File: config.mk
export PLATFORM = sky130hd
export DESIGN_NAME = four_neighbour_mean_smoother
export DESIGN_NICKNAME = d
export VERILOG_FILES = /design/src/hdl/fnms_pkg.sv /design/src/hdl/fnms_ram.sv /design/src/hdl/fnms_ctrl.sv /design/src/hdl/fnms_dp.sv /design/src/hdl/four_neighbour_mean_smoother.sv
export SDC_FILE = /design/constraint.sdc
export NUM_CORES = 2
export LEC_CHECK = 0
export BUFFER_PORTS_ARGS = -buffer_cell sky130_fd_sc_hd__buf_2
export CAP_MARGIN = 0
export CORE_MARGIN = 4
export CORE_UTILIZATION = 44
export DETAILED_ROUTE_END_ITERATION = 8
export PLACE_DENSITY_LB_ADDON = 0.08
export SKIP_LAST_GASP = 1
export SLEW_MARGIN = 20
export SYNTH_ARGS = -nofsm -noshare
export SYNTH_HDL_FRONTEND = slang
export SYNTH_SLANG_ARGS = --single-unit
export TNS_END_PERCENT = 20
File: constraint.sdc
create_clock -name clk -period 19.1 [get_ports clk]
set_clock_uncertainty 0.15 [all_clocks]
set_input_delay 1.91 -clock clk [delete_from_list [all_inputs] [get_ports clk]]
set_output_delay 1.91 -clock clk [all_outputs]
set_load 0.05 [all_outputs]
File: src/hdl/fnms_pkg.sv
package fnms_pkg;

  localparam int MAX_WIDTH_DEFAULT   = 32;
  localparam int SAMPLE_BITS_DEFAULT = 16;

  localparam int GRID_WIDTH_BITS  = 6;
  localparam int GRID_HEIGHT_BITS = 16;
  localparam int CFG_INDEX_BITS   = 2;
  localparam int CFG_DATA_BITS    = 16;

  localparam logic [CFG_INDEX_BITS-1:0] CFG_GRID_WIDTH  = 2'd0;
  localparam logic [CFG_INDEX_BITS-1:0] CFG_GRID_HEIGHT = 2'd1;

  localparam logic [GRID_WIDTH_BITS-1:0]  GRID_WIDTH_RESET  = 6'd32;
  localparam logic [GRID_HEIGHT_BITS-1:0] GRID_HEIGHT_RESET = 16'd1;

  typedef enum logic [2:0] {
    ST_IDLE,
    ST_GATHER,
    ST_DRAIN,
    ST_DIVIDE,
    ST_EMIT,
    ST_STORE
  } state_t;

  typedef enum logic [1:0] {
    SLOT_UP,
    SLOT_LEFT,
    SLOT_RIGHT,
    SLOT_SELF
  } slot_t;

  typedef struct packed {
    logic  accept;
    logic  cfg_write;
    logic  issue;
    slot_t slot;
    logic  divide;
    logic  load_out;
    logic  store;
    logic  start_burst;
    logic  next_column;
    logic  finish_item;
    logic  finish_frame;
  } cmd_t;

  typedef struct packed {
    logic row_nonzero;
    logic last_item;
    logic burst;
    logic burst_end;
    logic out_free;
  } status_t;

endpackage

File: src/hdl/fnms_ram.sv
module fnms_ram #(
  parameter int WIDTH = 16,
  parameter int DEPTH = 64
) (
  input  logic                     clk,
  input  logic                     wr_en,
  input  logic [$clog2(DEPTH)-1:0] wr_addr,
  input  logic [WIDTH-1:0]         wr_data,
  input  logic                     rd_en,
  input  logic [$clog2(DEPTH)-1:0] rd_addr,
  output logic [WIDTH-1:0]         rd_data
);

  logic [WIDTH-1:0] mem [DEPTH];

  always_ff @(posedge clk) begin
    if (wr_en) begin
      mem[wr_addr] <= wr_data;
    end
    if (rd_en) begin
      rd_data <= mem[rd_addr];
    end
  end

endmodule

File: src/hdl/fnms_ctrl.sv
module fnms_ctrl
  import fnms_pkg::*;
(
  input  logic    clk,
  input  logic    rst,
  input  logic    in_valid,
  input  logic    cfg_valid,
  input  status_t st,
  output logic    in_ready,
  output logic    cfg_ready,
  output cmd_t    cmd
);

  state_t state, state_next;
  slot_t  slot, slot_next;

  always_ff @(posedge clk) begin
    if (rst) begin
      state <= ST_IDLE;
      slot  <= SLOT_UP;
    end else begin
      state <= state_next;
      slot  <= slot_next;
    end
  end

  always_comb begin
    state_next = state;
    slot_next  = slot;
    case (state)
      ST_IDLE: begin
        if (!cfg_valid && in_valid) begin
          slot_next  = SLOT_UP;
          state_next = st.row_nonzero ? ST_GATHER : ST_STORE;
        end
      end
      ST_GATHER: begin
        slot_next = slot_t'(slot + 2'd1);
        if (slot == SLOT_SELF) begin
          state_next = ST_DRAIN;
        end
      end
      ST_DRAIN:  state_next = ST_DIVIDE;
      ST_DIVIDE: state_next = ST_EMIT;
      ST_EMIT: begin
        if (st.out_free) begin
          if (!st.burst) begin
            state_next = ST_STORE;
          end else if (st.burst_end) begin
            state_next = ST_IDLE;
          end else begin
            slot_next  = SLOT_UP;
            state_next = ST_GATHER;
          end
        end
      end
      ST_STORE: begin
        if (st.last_item) begin
          slot_next  = SLOT_UP;
          state_next = ST_GATHER;
        end else begin
          state_next = ST_IDLE;
        end
      end
      default: state_next = ST_IDLE;
    endcase
  end

  always_comb begin
    cmd       = '0;
    in_ready  = 1'b0;
    cfg_ready = 1'b0;
    case (state)
      ST_IDLE: begin
        cfg_ready     = 1'b1;
        in_ready      = !cfg_valid;
        cmd.cfg_write = cfg_valid;
        cmd.accept    = in_valid && !cfg_valid;
      end
      ST_GATHER: begin
        cmd.issue = 1'b1;
        cmd.slot  = slot;
      end
      ST_DIVIDE: cmd.divide = 1'b1;
      ST_EMIT: begin
        cmd.load_out = st.out_free;
        if (st.out_free && st.burst) begin
          cmd.finish_frame = st.burst_end;
          cmd.next_column  = !st.burst_end;
        end
      end
      ST_STORE: begin
        cmd.store       = 1'b1;
        cmd.start_burst = st.last_item;
        cmd.finish_item = !st.last_item;
      end
      default: cmd = '0;
    endcase
  end

endmodule

File: src/hdl/fnms_dp.sv
module fnms_dp
  import fnms_pkg::*;
#(
  parameter int MAX_WIDTH   = MAX_WIDTH_DEFAULT,
  parameter int SAMPLE_BITS = SAMPLE_BITS_DEFAULT
) (
  input  logic                             clk,
  input  logic                             rst,
  input  cmd_t                             cmd,
  output status_t                          st,
  input  logic [CFG_INDEX_BITS-1:0]        cfg_index,
  input  logic [CFG_DATA_BITS-1:0]         cfg_data,
  input  logic signed [SAMPLE_BITS-1:0]    pixel_value,
  input  logic                             out_ready,
  output logic                             out_valid,
  output logic signed [SAMPLE_BITS-1:0]    smoothed_value,
  output logic                             last_of_run,
  output logic                             last_of_frame
);

  localparam int CNT_W     = $clog2(MAX_WIDTH + 1);
  localparam int DEPTH     = 2 * MAX_WIDTH;
  localparam int ADDR_W    = $clog2(DEPTH);
  localparam int SUM_W     = SAMPLE_BITS + 3;
  localparam int MAG_W     = SAMPLE_BITS + 2;
  localparam int DIV_SHIFT = (SAMPLE_BITS + 3) | 1;
  localparam int RECIP_W   = DIV_SHIFT - 1;
  localparam int PROD_W    = MAG_W + DIV_SHIFT;
  localparam logic [63:0] RECIP_FULL = ((64'd1 << DIV_SHIFT) + 64'd1) / 64'd3;
  localparam logic [RECIP_W-1:0] RECIP = RECIP_FULL[RECIP_W-1:0];

  logic [GRID_WIDTH_BITS-1:0]  grid_width;
  logic [GRID_HEIGHT_BITS-1:0] grid_height;
  logic [GRID_HEIGHT_BITS-1:0] row_counter;
  logic [CNT_W-1:0]            column_counter;
  logic                        bank_select;

  logic signed [SAMPLE_BITS-1:0] sample;
  logic [CNT_W-1:0]              item_col;
  logic                          item_last;
  logic                          row_ge1;
  logic                          row_ge2;
  logic                          burst;
  logic [CNT_W-1:0]              col_pos;
  logic signed [SUM_W-1:0]       sum;
  logic [2:0]                    cnt;
  logic [SAMPLE_BITS-1:0]        self_value;
  logic                          pend_add;
  logic                          pend_self;
  logic                          neg;
  logic [MAG_W-1:0]              q_small;
  logic [PROD_W-1:0]             prod;

  logic [CNT_W-1:0]            w_eff;
  logic [CNT_W-1:0]            w_last;
  logic [GRID_HEIGHT_BITS-1:0] h_eff;
  logic [CNT_W-1:0]            j_cur;
  logic                        item_is_last;

  logic             rd_en_slot;
  logic             rd_bank;
  logic [CNT_W-1:0] rd_col;
  logic             rd_en;
  logic [ADDR_W-1:0] rd_addr;
  logic [ADDR_W-1:0] wr_addr;
  logic [SAMPLE_BITS-1:0] rd_data;

  logic [SUM_W-1:0] abs_sum;
  logic [MAG_W-1:0] mag;
  logic [MAG_W-1:0] mag_inc;
  logic [MAG_W-1:0] q;
  logic [MAG_W-1:0] mean;
  logic [SAMPLE_BITS-1:0] result;

  always_comb begin
    if (grid_width == '0) begin
      w_eff = CNT_W'(1);
    end else if (grid_width > GRID_WIDTH_BITS'(MAX_WIDTH)) begin
      w_eff = CNT_W'(MAX_WIDTH);
    end else begin
      w_eff = grid_width[CNT_W-1:0];
    end
  end

  assign w_last = w_eff - CNT_W'(1);
  assign h_eff  = (grid_height == '0) ? GRID_HEIGHT_BITS'(1) : grid_height;
  assign j_cur  = (column_counter > w_last) ? w_last : column_counter;
  assign item_is_last = (({1'b0, row_counter} + 17'd1) >= {1'b0, h_eff}) && (j_cur == w_last);

  assign st.row_nonzero = (row_counter != '0);
  assign st.last_item   = item_last;
  assign st.burst       = burst;
  assign st.burst_end   = (col_pos == w_last);
  assign st.out_free    = !out_valid || out_ready;

  always_comb begin
    rd_en_slot = 1'b0;
    rd_bank    = bank_select;
    rd_col     = col_pos;
    case (cmd.slot)
      SLOT_UP: begin
        rd_en_slot = burst ? row_ge1 : row_ge2;
        rd_bank    = burst ? !bank_select : bank_select;
      end
      SLOT_LEFT: begin
        rd_en_slot = (col_pos != '0);
        rd_bank    = burst ? bank_select : !bank_select;
        rd_col     = col_pos - CNT_W'(1);
      end
      SLOT_RIGHT: begin
        rd_en_slot = (col_pos != w_last);
        rd_bank    = burst ? bank_select : !bank_select;
        rd_col     = col_pos + CNT_W'(1);
      end
      SLOT_SELF: begin
        rd_en_slot = burst;
      end
      default: rd_en_slot = 1'b0;
    endcase
  end

  assign rd_en = cmd.issue && rd_en_slot;

  always_comb begin
    if (!rd_en_slot) begin
      rd_addr = '0;
    end else if (rd_bank) begin
      rd_addr = ADDR_W'(MAX_WIDTH) + ADDR_W'(rd_col);
    end else begin
      rd_addr = ADDR_W'(rd_col);
    end
  end

  assign wr_addr = bank_select ? ADDR_W'(MAX_WIDTH) + ADDR_W'(item_col) : ADDR_W'(item_col);

  fnms_ram #(
    .WIDTH(SAMPLE_BITS),
    .DEPTH(DEPTH)
  ) u_line_store (
    .clk    (clk),
    .wr_en  (cmd.store),
    .wr_addr(wr_addr),
    .wr_data(sample),
    .rd_en  (rd_en),
    .rd_addr(rd_addr),
    .rd_data(rd_data)
  );

  assign abs_sum = sum[SUM_W-1] ? SUM_W'(-sum) : SUM_W'(sum);
  assign mag     = abs_sum[MAG_W-1:0];
  assign mag_inc = mag + MAG_W'(1);
  assign q       = (cnt == 3'd3) ? prod[DIV_SHIFT +: MAG_W] : q_small;
  assign mean    = neg ? MAG_W'(-q) : q;
  assign result  = (cnt == 3'd0) ? self_value : mean[SAMPLE_BITS-1:0];

  always_ff @(posedge clk) begin
    if (rst) begin
      grid_width     <= GRID_WIDTH_RESET;
      grid_height    <= GRID_HEIGHT_RESET;
      row_counter    <= '0;
      column_counter <= '0;
      bank_select    <= 1'b0;
      burst          <= 1'b0;
      pend_add       <= 1'b0;
      pend_self      <= 1'b0;
      out_valid      <= 1'b0;
    end else begin
      pend_add  <= rd_en && (cmd.slot != SLOT_SELF);
      pend_self <= rd_en && (cmd.slot == SLOT_SELF);

      if (cmd.cfg_write) begin
        case (cfg_index)
          CFG_GRID_WIDTH: begin
            grid_width     <= cfg_data[GRID_WIDTH_BITS-1:0];
            row_counter    <= '0;
            column_counter <= '0;
          end
          CFG_GRID_HEIGHT: begin
            grid_height    <= cfg_data[GRID_HEIGHT_BITS-1:0];
            row_counter    <= '0;
            column_counter <= '0;
          end
          default: ;
        endcase
      end

      if (cmd.accept) begin
        burst <= 1'b0;
      end else if (cmd.start_burst || cmd.next_column) begin
        burst <= 1'b1;
      end

      if (cmd.finish_item) begin
        if (item_col == w_last) begin
          row_counter    <= row_counter + GRID_HEIGHT_BITS'(1);
          column_counter <= '0;
          bank_select    <= !bank_select;
        end else begin
          column_counter <= item_col + CNT_W'(1);
        end
      end

      if (cmd.finish_frame) begin
        row_counter    <= '0;
        column_counter <= '0;
        bank_select    <= !bank_select;
      end

      if (cmd.load_out) begin
        out_valid <= 1'b1;
      end else if (out_ready) begin
        out_valid <= 1'b0;
      end
    end
  end

  always_ff @(posedge clk) begin
    if (cmd.accept) begin
      sample    <= pixel_value;
      item_col  <= j_cur;
      col_pos   <= j_cur;
      item_last <= item_is_last;
      row_ge1   <= (row_counter != '0);
      row_ge2   <= (row_counter > GRID_HEIGHT_BITS'(1));
      sum       <= SUM_W'(pixel_value);
      cnt       <= 3'd1;
    end else if (cmd.start_burst || cmd.next_column) begin
      col_pos <= cmd.start_burst ? '0 : col_pos + CNT_W'(1);
      sum     <= '0;
      cnt     <= 3'd0;
    end else if (pend_add) begin
      sum <= sum + SUM_W'($signed(rd_data));
      cnt <= cnt + 3'd1;
    end

    if (pend_self) begin
      self_value <= rd_data;
    end

    if (cmd.divide) begin
      neg  <= sum[SUM_W-1];
      prod <= PROD_W'(mag_inc) * PROD_W'(RECIP);
      case (cnt)
        3'd2:    q_small <= mag_inc >> 1;
        3'd4:    q_small <= (mag + MAG_W'(2)) >> 2;
        default: q_small <= mag;
      endcase
    end

    if (cmd.load_out) begin
      smoothed_value <= result;
      last_of_run    <= burst ? st.burst_end : !item_last;
      last_of_frame  <= burst && st.burst_end;
    end
  end

endmodule

File: src/hdl/four_neighbour_mean_smoother.sv
// Four-neighbour mean smoother: replaces each grid cell by the rounded mean
// (ties away from zero) of its up, left, down and right neighbours inside
// the grid. A single-cell grid passes its sample through.
// Channels: cfg (cfg_index, cfg_data) sets grid_width (index 0) and
// grid_height (index 1); any such write restarts the frame. Samples come in
// on pixel_value in raster order; results leave on smoothed_value with
// last_of_run and last_of_frame. All three use valid/ready.
// An input on the first row is only stored. Any later input gives the
// result for the cell above it: the control runs the gather, drain,
// divide and emit states, then stores the input. The frame's last input
// then gives the whole last row, one word per column, in the same way.
// The single read port of the line store fetches one neighbour per cycle.
// Reset restores width 32 and height 1 and starts a new frame; the line
// store is not cleared. A result waits in the output register while the
// receiver stalls; the next item is still taken meanwhile, but the block
// holds a second result until the first has left.
module four_neighbour_mean_smoother
  import fnms_pkg::*;
#(
  parameter int MAX_WIDTH   = MAX_WIDTH_DEFAULT,
  parameter int SAMPLE_BITS = SAMPLE_BITS_DEFAULT
) (
  input  logic                          clk,
  input  logic                          rst,
  input  logic                          cfg_valid,
  output logic                          cfg_ready,
  input  logic [CFG_INDEX_BITS-1:0]     cfg_index,
  input  logic [CFG_DATA_BITS-1:0]      cfg_data,
  input  logic                          in_valid,
  output logic                          in_ready,
  input  logic signed [SAMPLE_BITS-1:0] pixel_value,
  output logic                          out_valid,
  input  logic                          out_ready,
  output logic signed [SAMPLE_BITS-1:0] smoothed_value,
  output logic                          last_of_run,
  output logic                          last_of_frame
);

  cmd_t    cmd;
  status_t st;

  fnms_ctrl u_ctrl (
    .clk      (clk),
    .rst      (rst),
    .in_valid (in_valid),
    .cfg_valid(cfg_valid),
    .st       (st),
    .in_ready (in_ready),
    .cfg_ready(cfg_ready),
    .cmd      (cmd)
  );

  fnms_dp #(
    .MAX_WIDTH  (MAX_WIDTH),
    .SAMPLE_BITS(SAMPLE_BITS)
  ) u_dp (
    .clk           (clk),
    .rst           (rst),
    .cmd           (cmd),
    .st            (st),
    .cfg_index     (cfg_index),
    .cfg_data      (cfg_data),
    .pixel_value   (pixel_value),
    .out_ready     (out_ready),
    .out_valid     (out_valid),
    .smoothed_value(smoothed_value),
    .last_of_run   (last_of_run),
    .last_of_frame (last_of_frame)
  );

endmodule

## After elaboration in Yosys (flattened, before gate mapping)

Memories as Yosys holds them, arrays and structs flattened. A register that Yosys moved wholly into a read port is not among the register bits.
Index checks and enable logic that the tools add are counted.

| operators by class | value |
|---|---|
| $add $sub $neg | 15 |
| reductions and logical operators | 42 |
| multiplexer cells | 68 |
| multiply operators | 1 |
| equality and inequality tests | 24 |
| magnitude comparators | 4 |

Operator list:

| kind | count |
|---|---|
| $mux 16 | 8 |
| $mux 6 | 13 |
| $mux 19 | 3 |
| $mul 18x18->35 const B | 1 |
| $pmux 16 s2 | 1 |
| $mux 1 | 24 |
| $add 19x16->19 | 1 |
| $add 18x1->18 const B | 1 |
| $add 18x2->18 const B | 1 |
| $eq 6x6->1 | 3 |
| $mux 18 | 1 |
| $mux 3 | 6 |
| $neg 18->18 | 1 |
| $pmux 3 s6 | 1 |
| $add 16x1->17 const B | 1 |
| $ge 17x16->1 | 1 |
| $add 16x1->16 const B | 1 |
| $gt 16x1->1 const B | 1 |
| $logic_not 16->1 | 1 |
| $neg 16->16 | 1 |
| $reduce_bool 16->1 | 1 |
| $mux 2 | 7 |
| $reduce_bool 2->1 | 7 |
| $add 6x1->6 const B | 2 |
| 31 further kinds | 66 |

| storage, ports and cells | value |
|---|---|
| word-level logic and storage cells | 182 |
| memories kept | 1 |
| RAM bits | 1024 |
| output and inout bits | 21 |
| bits of input ports | 39 |
| register bits after elaboration | 193 |

Memories:

| name | words | bits a word | read ports | clocked after memory_dff | wr ports | RTL line | text |
|---|---|---|---|---|---|---|---|
| u_dp.u_line_store.mem | 64 | 16 | 1 | 1 | 1 | fnms_ram.sv:14 | `logic [WIDTH-1:0] mem [DEPTH];` |

## Longest topological paths before layout

| depth | value |
|---|---|
| depth after elaboration | 11 |
| depth in mapped cells | 31 |
| mapped depth without buffers | 31 |

## Modules after synthesis

Synthesis repeated with hierarchy kept, for this count alone.

| second synthesis, totals | value |
|---|---|
| cells, all modules | 3570 |
| area, all modules | 56847.0 µm² |

Modules (own cells, without submodules):

| module | times used | area an instance (µm²) | seq. area each (µm²) | cells each |
|---|---|---|---|---|
| fnms_ram | 1 | 40202.3 | 31230.0 | 1829 |
| fnms_dp | 1 | 16211.8 | 4554.4 | 1684 |
| fnms_ctrl | 1 | 432.9 | 100.1 | 57 |

## Worst setup path before layout

Ideal clock, no wire load.

| timing | value |
|---|---|
| path type | reg-to-reg |
| start point | register u_dp.sum[0] |
| end point | register u_dp.prod[31], data pin |
| clock period less this slack | 8.187 ns |
| cell stages (with the launch flop) | 32 |
| library setup time | 0.258 ns |
| setup slack | 10.913 ns |
| path buffers | 1 |
| data arrival time | 7.779 ns |
| data required time | 18.692 ns |
| cell sequence | edfxtp_1 > inv_1 > ha_1 > nand2b_1 > o41ai_1 > xor2_1 > or4_1 > clkbuf_1 > nor3b_1 > nand2_1 > xor2_1 > ha_1 > ha_1 > inv_1 > fa_1 > inv_1 > fa_1 > fa_1 > inv_1 > fa_1 > inv_1 > ha_1 > a21o_1 > a21o_1 > a21oi_1 > o21ai_0 > o31ai_1 > a21oi_1 > o21ai_0 > o21bai_1 > a21oi_1 > xnor2_1 |

| between the ends | value |
|---|---|
| longest elaborated chain between the ends | 4 |

RTL lines:

| element | RTL line | text |
|---|---|---|
| start: declaration | fnms_dp.sv:45 | `logic signed [SUM_W-1:0] sum;` |
| start signal: assignment | fnms_dp.sv:225 | `sum <= SUM_W'(pixel_value);` |
| start signal: assignment | fnms_dp.sv:232 | `sum <= sum + SUM_W'($signed(rd_data));` |
| $neg 18->18 | fnms_dp.sv:149 | `assign abs_sum = sum[SUM_W-1] ? SUM_W'(-sum) : SUM_W'(sum);` |
| $mux 18 (*) | fnms_dp.sv:149 |  |
| $add 18x1->18 (*) | fnms_dp.sv:151 | `assign mag_inc = mag + MAG_W'(1);` |
| $mul 18x18->35 (*) | fnms_dp.sv:242 | `prod <= PROD_W'(mag_inc) * PROD_W'(RECIP);` |
| end signal: assignment | fnms_dp.sv:242 |  |
| end: declaration | fnms_dp.sv:52 | `logic [PROD_W-1:0] prod;` |

Every way passes the cells marked *; elsewhere a longest branch is shown, timed or not.
A chain may end at the register's enable or synchronous reset.

## Worst setup path in the final report

Ends and elaborated chain as after synthesis.

==> summary.md <==
The flow ran to the end, and the final reports show no timing, DRC or antenna violations. Number of flip-flops in the largest register: 1,024. The largest individual stage delay along the critical path comes from the cell or4_1.

Setup repair after global routing left no endpoint under its margin. Buffers inserted to repair hold after CTS numbered 0. Main flop type after synthesis: edfxtp_1. The async set-reset flop share out of synthesis is 0%, and the met3 routing resource usage after global routing is 4.03%.

Post-detailed-route count of antenna-violating nets: 0. CTS built an H-tree with a depth of 4. The logs give 0 for the max-slew violation count and 0.865 for the final RePlAce weighted congestion. In the routed design, unresolved DRC markers number 0.

The largest registers in the layout are u_dp.u_line_store.mem x1024, u_dp.sum x19. For this design the top-level I/O count stands at 60. The logs give 10.22 ns for the data arrival time of the critical path and 0 for the setup violation total in the final timing report.

The die covers 134,000 µm². The post-route netlist has 9.86% of its cells at a drive strength greater than 1. The region available for standard cell placement spans 128,000 µm². Across the run, the number of max-cap violations was 0. The path type of the worst setup path was reg -> reg. The run gives 34,813 as the via count of the first global-routing pass.

The detailed router placed 35,811 vias in this run. The synthesis-to-layout area growth works out to 12.0%. The number of cell instances on the worst register-to-register path works out to 30. After synthesis, the cell types taking the most area are edfxtp_1 (61%), ha_1 (4.7%), fa_1 (3.8%). The startpoint identified for the worst hold timing path is u_dp.grid_height[9]. The number of enable flip-flop cells after synthesis was 1,157. The wire length of the first global-routing pass came out at 237,000 µm. Timing would allow up to 0.101 GHz. The simple-gate share of the synthesized area works out to 8.99%. After synthesis, the largest family of logic cells by area is compound AO/OA/AOI/OAI gates. Master cell of the clock root buffer: clkbuf_16. The register with the most flip-flops in the final layout is u_dp.u_line_store.mem. The ratio of final minimum period to clock period came out at 51.7%. Source of the worst register-to-register timing path: u_dp.sum[0]. The tightest min-delay check is of the reg -> reg type.

The worst hold path terminates at u_dp.grid_height[9]. The later pin in the worst-skew pair is clocked with a latency of 0.76 ns. The total number of clock tree sinks came out at 1,214.

For the clock buffer count from CTS, the log shows 136. Summing the sequential cell areas from Yosys gives 63.5% of the chip area. The count of different cell masters after synthesis is 82.

For this run, the share of the core covered by cells in the final layout is 49.6%. The synthesized netlist occupies a cell area of 56,500 µm². After technology mapping, the gate count stands at 4,275. The worst stage delay on the critical path was 0.67 ns; the number of failing hold endpoints at the final stage was 0. Setup total negative slack on the finished layout was measured at 0 ns.

The filler cells instantiated in the layout total 11,166. During placement, the flow inserted port buffers numbering 59. Dividing the synthesized area by the synthesized cell count gives 13.2 µm². The met1 demand-to-capacity share in global routing was 34.2%; the adder-cell area share of the yosys netlist was 8.49%. The top cell type by total area after synthesis is edfxtp_1. The total global routing track utilization was 23.6%. The layer with the highest usage after global routing is met2.

In this run, synthesis produced a sequential element count of 1,214. In the final routed layout, each cell accounts on average for 26.1 µm. The final layout contains 4,754 nets.

The worst setup path is launched from a flip-flop. In the global route stage, met2 resource usage came out at 37.0%. In this run the vertical extent of the chip is 366 µm. The pre-antenna-repair detailed-routing pass consisted of 5 iterations. For this block, the routed nets add up to 161,000 µm of wire. TritonCTS built the clock tree. In this run the critical register-to-register path is captured at u_dp.prod[31]. The Yosys warning count came out at 0.

In this run the deepest clock path goes through 3 buffers. The synthesized design devotes to its leading area cell type 61.5% of total area. Row generation in the floorplan step produced 131 rows.

The compound-cell area share of the yosys netlist works out to 9.99%. The cell that appears most often on the critical path is inv_1. The floorplan step set the die width to 366 µm. Final hold analysis gives a worst-case slack of 0.329 ns.

The post-route minimum period was 9.87 ns; the number of nets in the synthesized netlist was 4,634. The worst hold path passes through 2 cells. In this run the post-CTS setup repair buffer count came out at 0.

The xor and xnor area share after synthesis is 2.22%, and the transition at the pin with the smallest max-transition slack is 1.26 ns. For this configuration, the core starts out at a cell density of 44.3%. STA puts the critical path data required time at 19.44 ns.

For flop-to-flop paths, the worst setup slack is 9.23 ns. The worst slew margin relative to its limit is 14.9%. The wire-length estimate of the detail-placed layout is 101,000 µm. After synthesis, the share of cell area in mux cells is 3.42%. Entering global routing, the biggest net connects 105 pins. The post-CTS clock slew at the launch and capture registers of the worst setup and hold paths came out at 0.06 ns.

For this block, the initial DRC count from the detailed router was 3,306. The maximum fanout along the worst path is 9. The number of antenna violations at the first check in global routing was 2. The worst setup path is captured at a flip-flop.

The quantity of gates resized following cts was 0; the total congestion overflow was 0. Dividing the detail-routed via count by the number of cells gives 5.82.
## synthesized netlist by cell type (12+ instances only)
cell type	count
buf_4	15
a2bb2oi_1	15
nand4_1	43
inv_1	262
o221ai_1	101
a211o_1	16
o211ai_1	37
xnor2_1	70
o31ai_1	23
a211oi_1	62
xor2_1	67
buf_2	43
o22a_1	13
a32oi_1	17
nand2b_1	12
and3_1	88
dfxtp_1	57
o21a_1	15
nor3_1	32
o22ai_1	60
nor2b_1	25
or3_1	29
a22o_1	12
a311oi_1	18
nand3_1	72
a31oi_1	72
o21ai_0	119
clkbuf_1	145
fa_1	106
nor4_1	19
ha_1	214
o311ai_0	12
edfxtp_1	1157
mux2i_1	158
a21oi_1	147
nor2_1	220
nand2_1	518
mux2_2	29
and2_1	24
## critical path: cells and delay by family, from the launching register on
kind                       cells  cell delay (ns)
xor gates and xnor gates       3             1.00
buffers and inverters          5             0.55
adders and majority gates      8             3.16
DFF                            1             0.54
AOI/OAI and AO/OA             10             2.51
and+or+nand+nor                4             1.69
## area by class of cell
| class | instances | area, µm² | area share, % |
|---|---|---|---|
| Sequential cell | 1214 | 35900 | 56.7 |
| Multi-Input combinational cell | 2582 | 18900 | 29.9 |
| Clock buffer | 167 | 3520 | 5.56 |
| Tap cell | 1662 | 2080 | 3.28 |
| Timing Repair Buffer | 197 | 1340 | 2.12 |
| Inverter | 264 | 991 | 1.57 |
| Clock inverter | 70 | 583 | 0.921 |
| Antenna cell | 1 | 2.50 | 0.00395 |
## worst max-delay path by stage
stage,start,end,cells after the start
global placement,u_dp.sum[0],u_dp.prod[31],30
global route,u_dp.sum[0],u_dp.prod[31],30
CTS,u_dp.sum[0],u_dp.prod[31],30
floorplan,u_dp.sum[0],u_dp.prod[31],31
detailed placement,u_dp.sum[0],u_dp.prod[31],30
finish,u_dp.sum[0],u_dp.prod[31],30
## per-layer routing
metal  part of all wire (%)  vias up  routed length, µm
li1                       -    16284                  -
met1                     45    18052              71800
met2                     46     1248              73600
met3                    7.0      227              11200
met4                    2.5        0               4070
met5                      0        -                  0
## per-stage QoR
stage,worst slack [ns],cell area [µm²],cells
2_1_floorplan,10.91,56500,4275
3_3_place_gp,9.34,59200,5919
3_5_place_dp,9.23,59200,5919
4_1_cts,9.21,63300,6156
5_1_grt,8.68,63300,6156
6_report,9.23,63300,6157
## cells in the final DEF, fill, tap and decap left out, types with 18 or more instances in the layout
cell / instances
and2_1: 24
and3_1: 88
edfxtp_1: 1157
a311oi_1: 18
o31ai_1: 22
clkinv_1: 30
nand4_1: 43
clkbuf_16: 136
nand2_1: 517
clkbuf_1: 31
buf_4: 137
a21oi_1: 147
fa_1: 106
xnor2_1: 70
xor2_1: 67
mux2i_1: 158
nor4_1: 19
o21ai_0: 119
nor2_1: 216
a211oi_1: 59
o221ai_1: 101
nand3_1: 72
buf_2: 59
a31oi_1: 72
or3_1: 29
clkinv_2: 18
inv_1: 262
mux2_2: 29
ha_1: 214
dfxtp_1: 57
o22ai_1: 60
o211ai_1: 37
nor3_1: 32
nor2b_1: 25
## kinds of logic (layout without fill, tap and decap cells)
family                     count (synthesis)  in the layout
AOI/OAI and AO/OA                        813            813
xor gates and xnor gates                 140            140
adders and majority gates                320            320
buffers and inverters                    479            698
DFF                                     1214           1214
muxes                                    188            188
other                                      1              2
and+or+nand+nor                         1120           1120
Power is not shown: default switching activity piles up to over one toggle a cycle in this logic, so the estimate is an artifact.
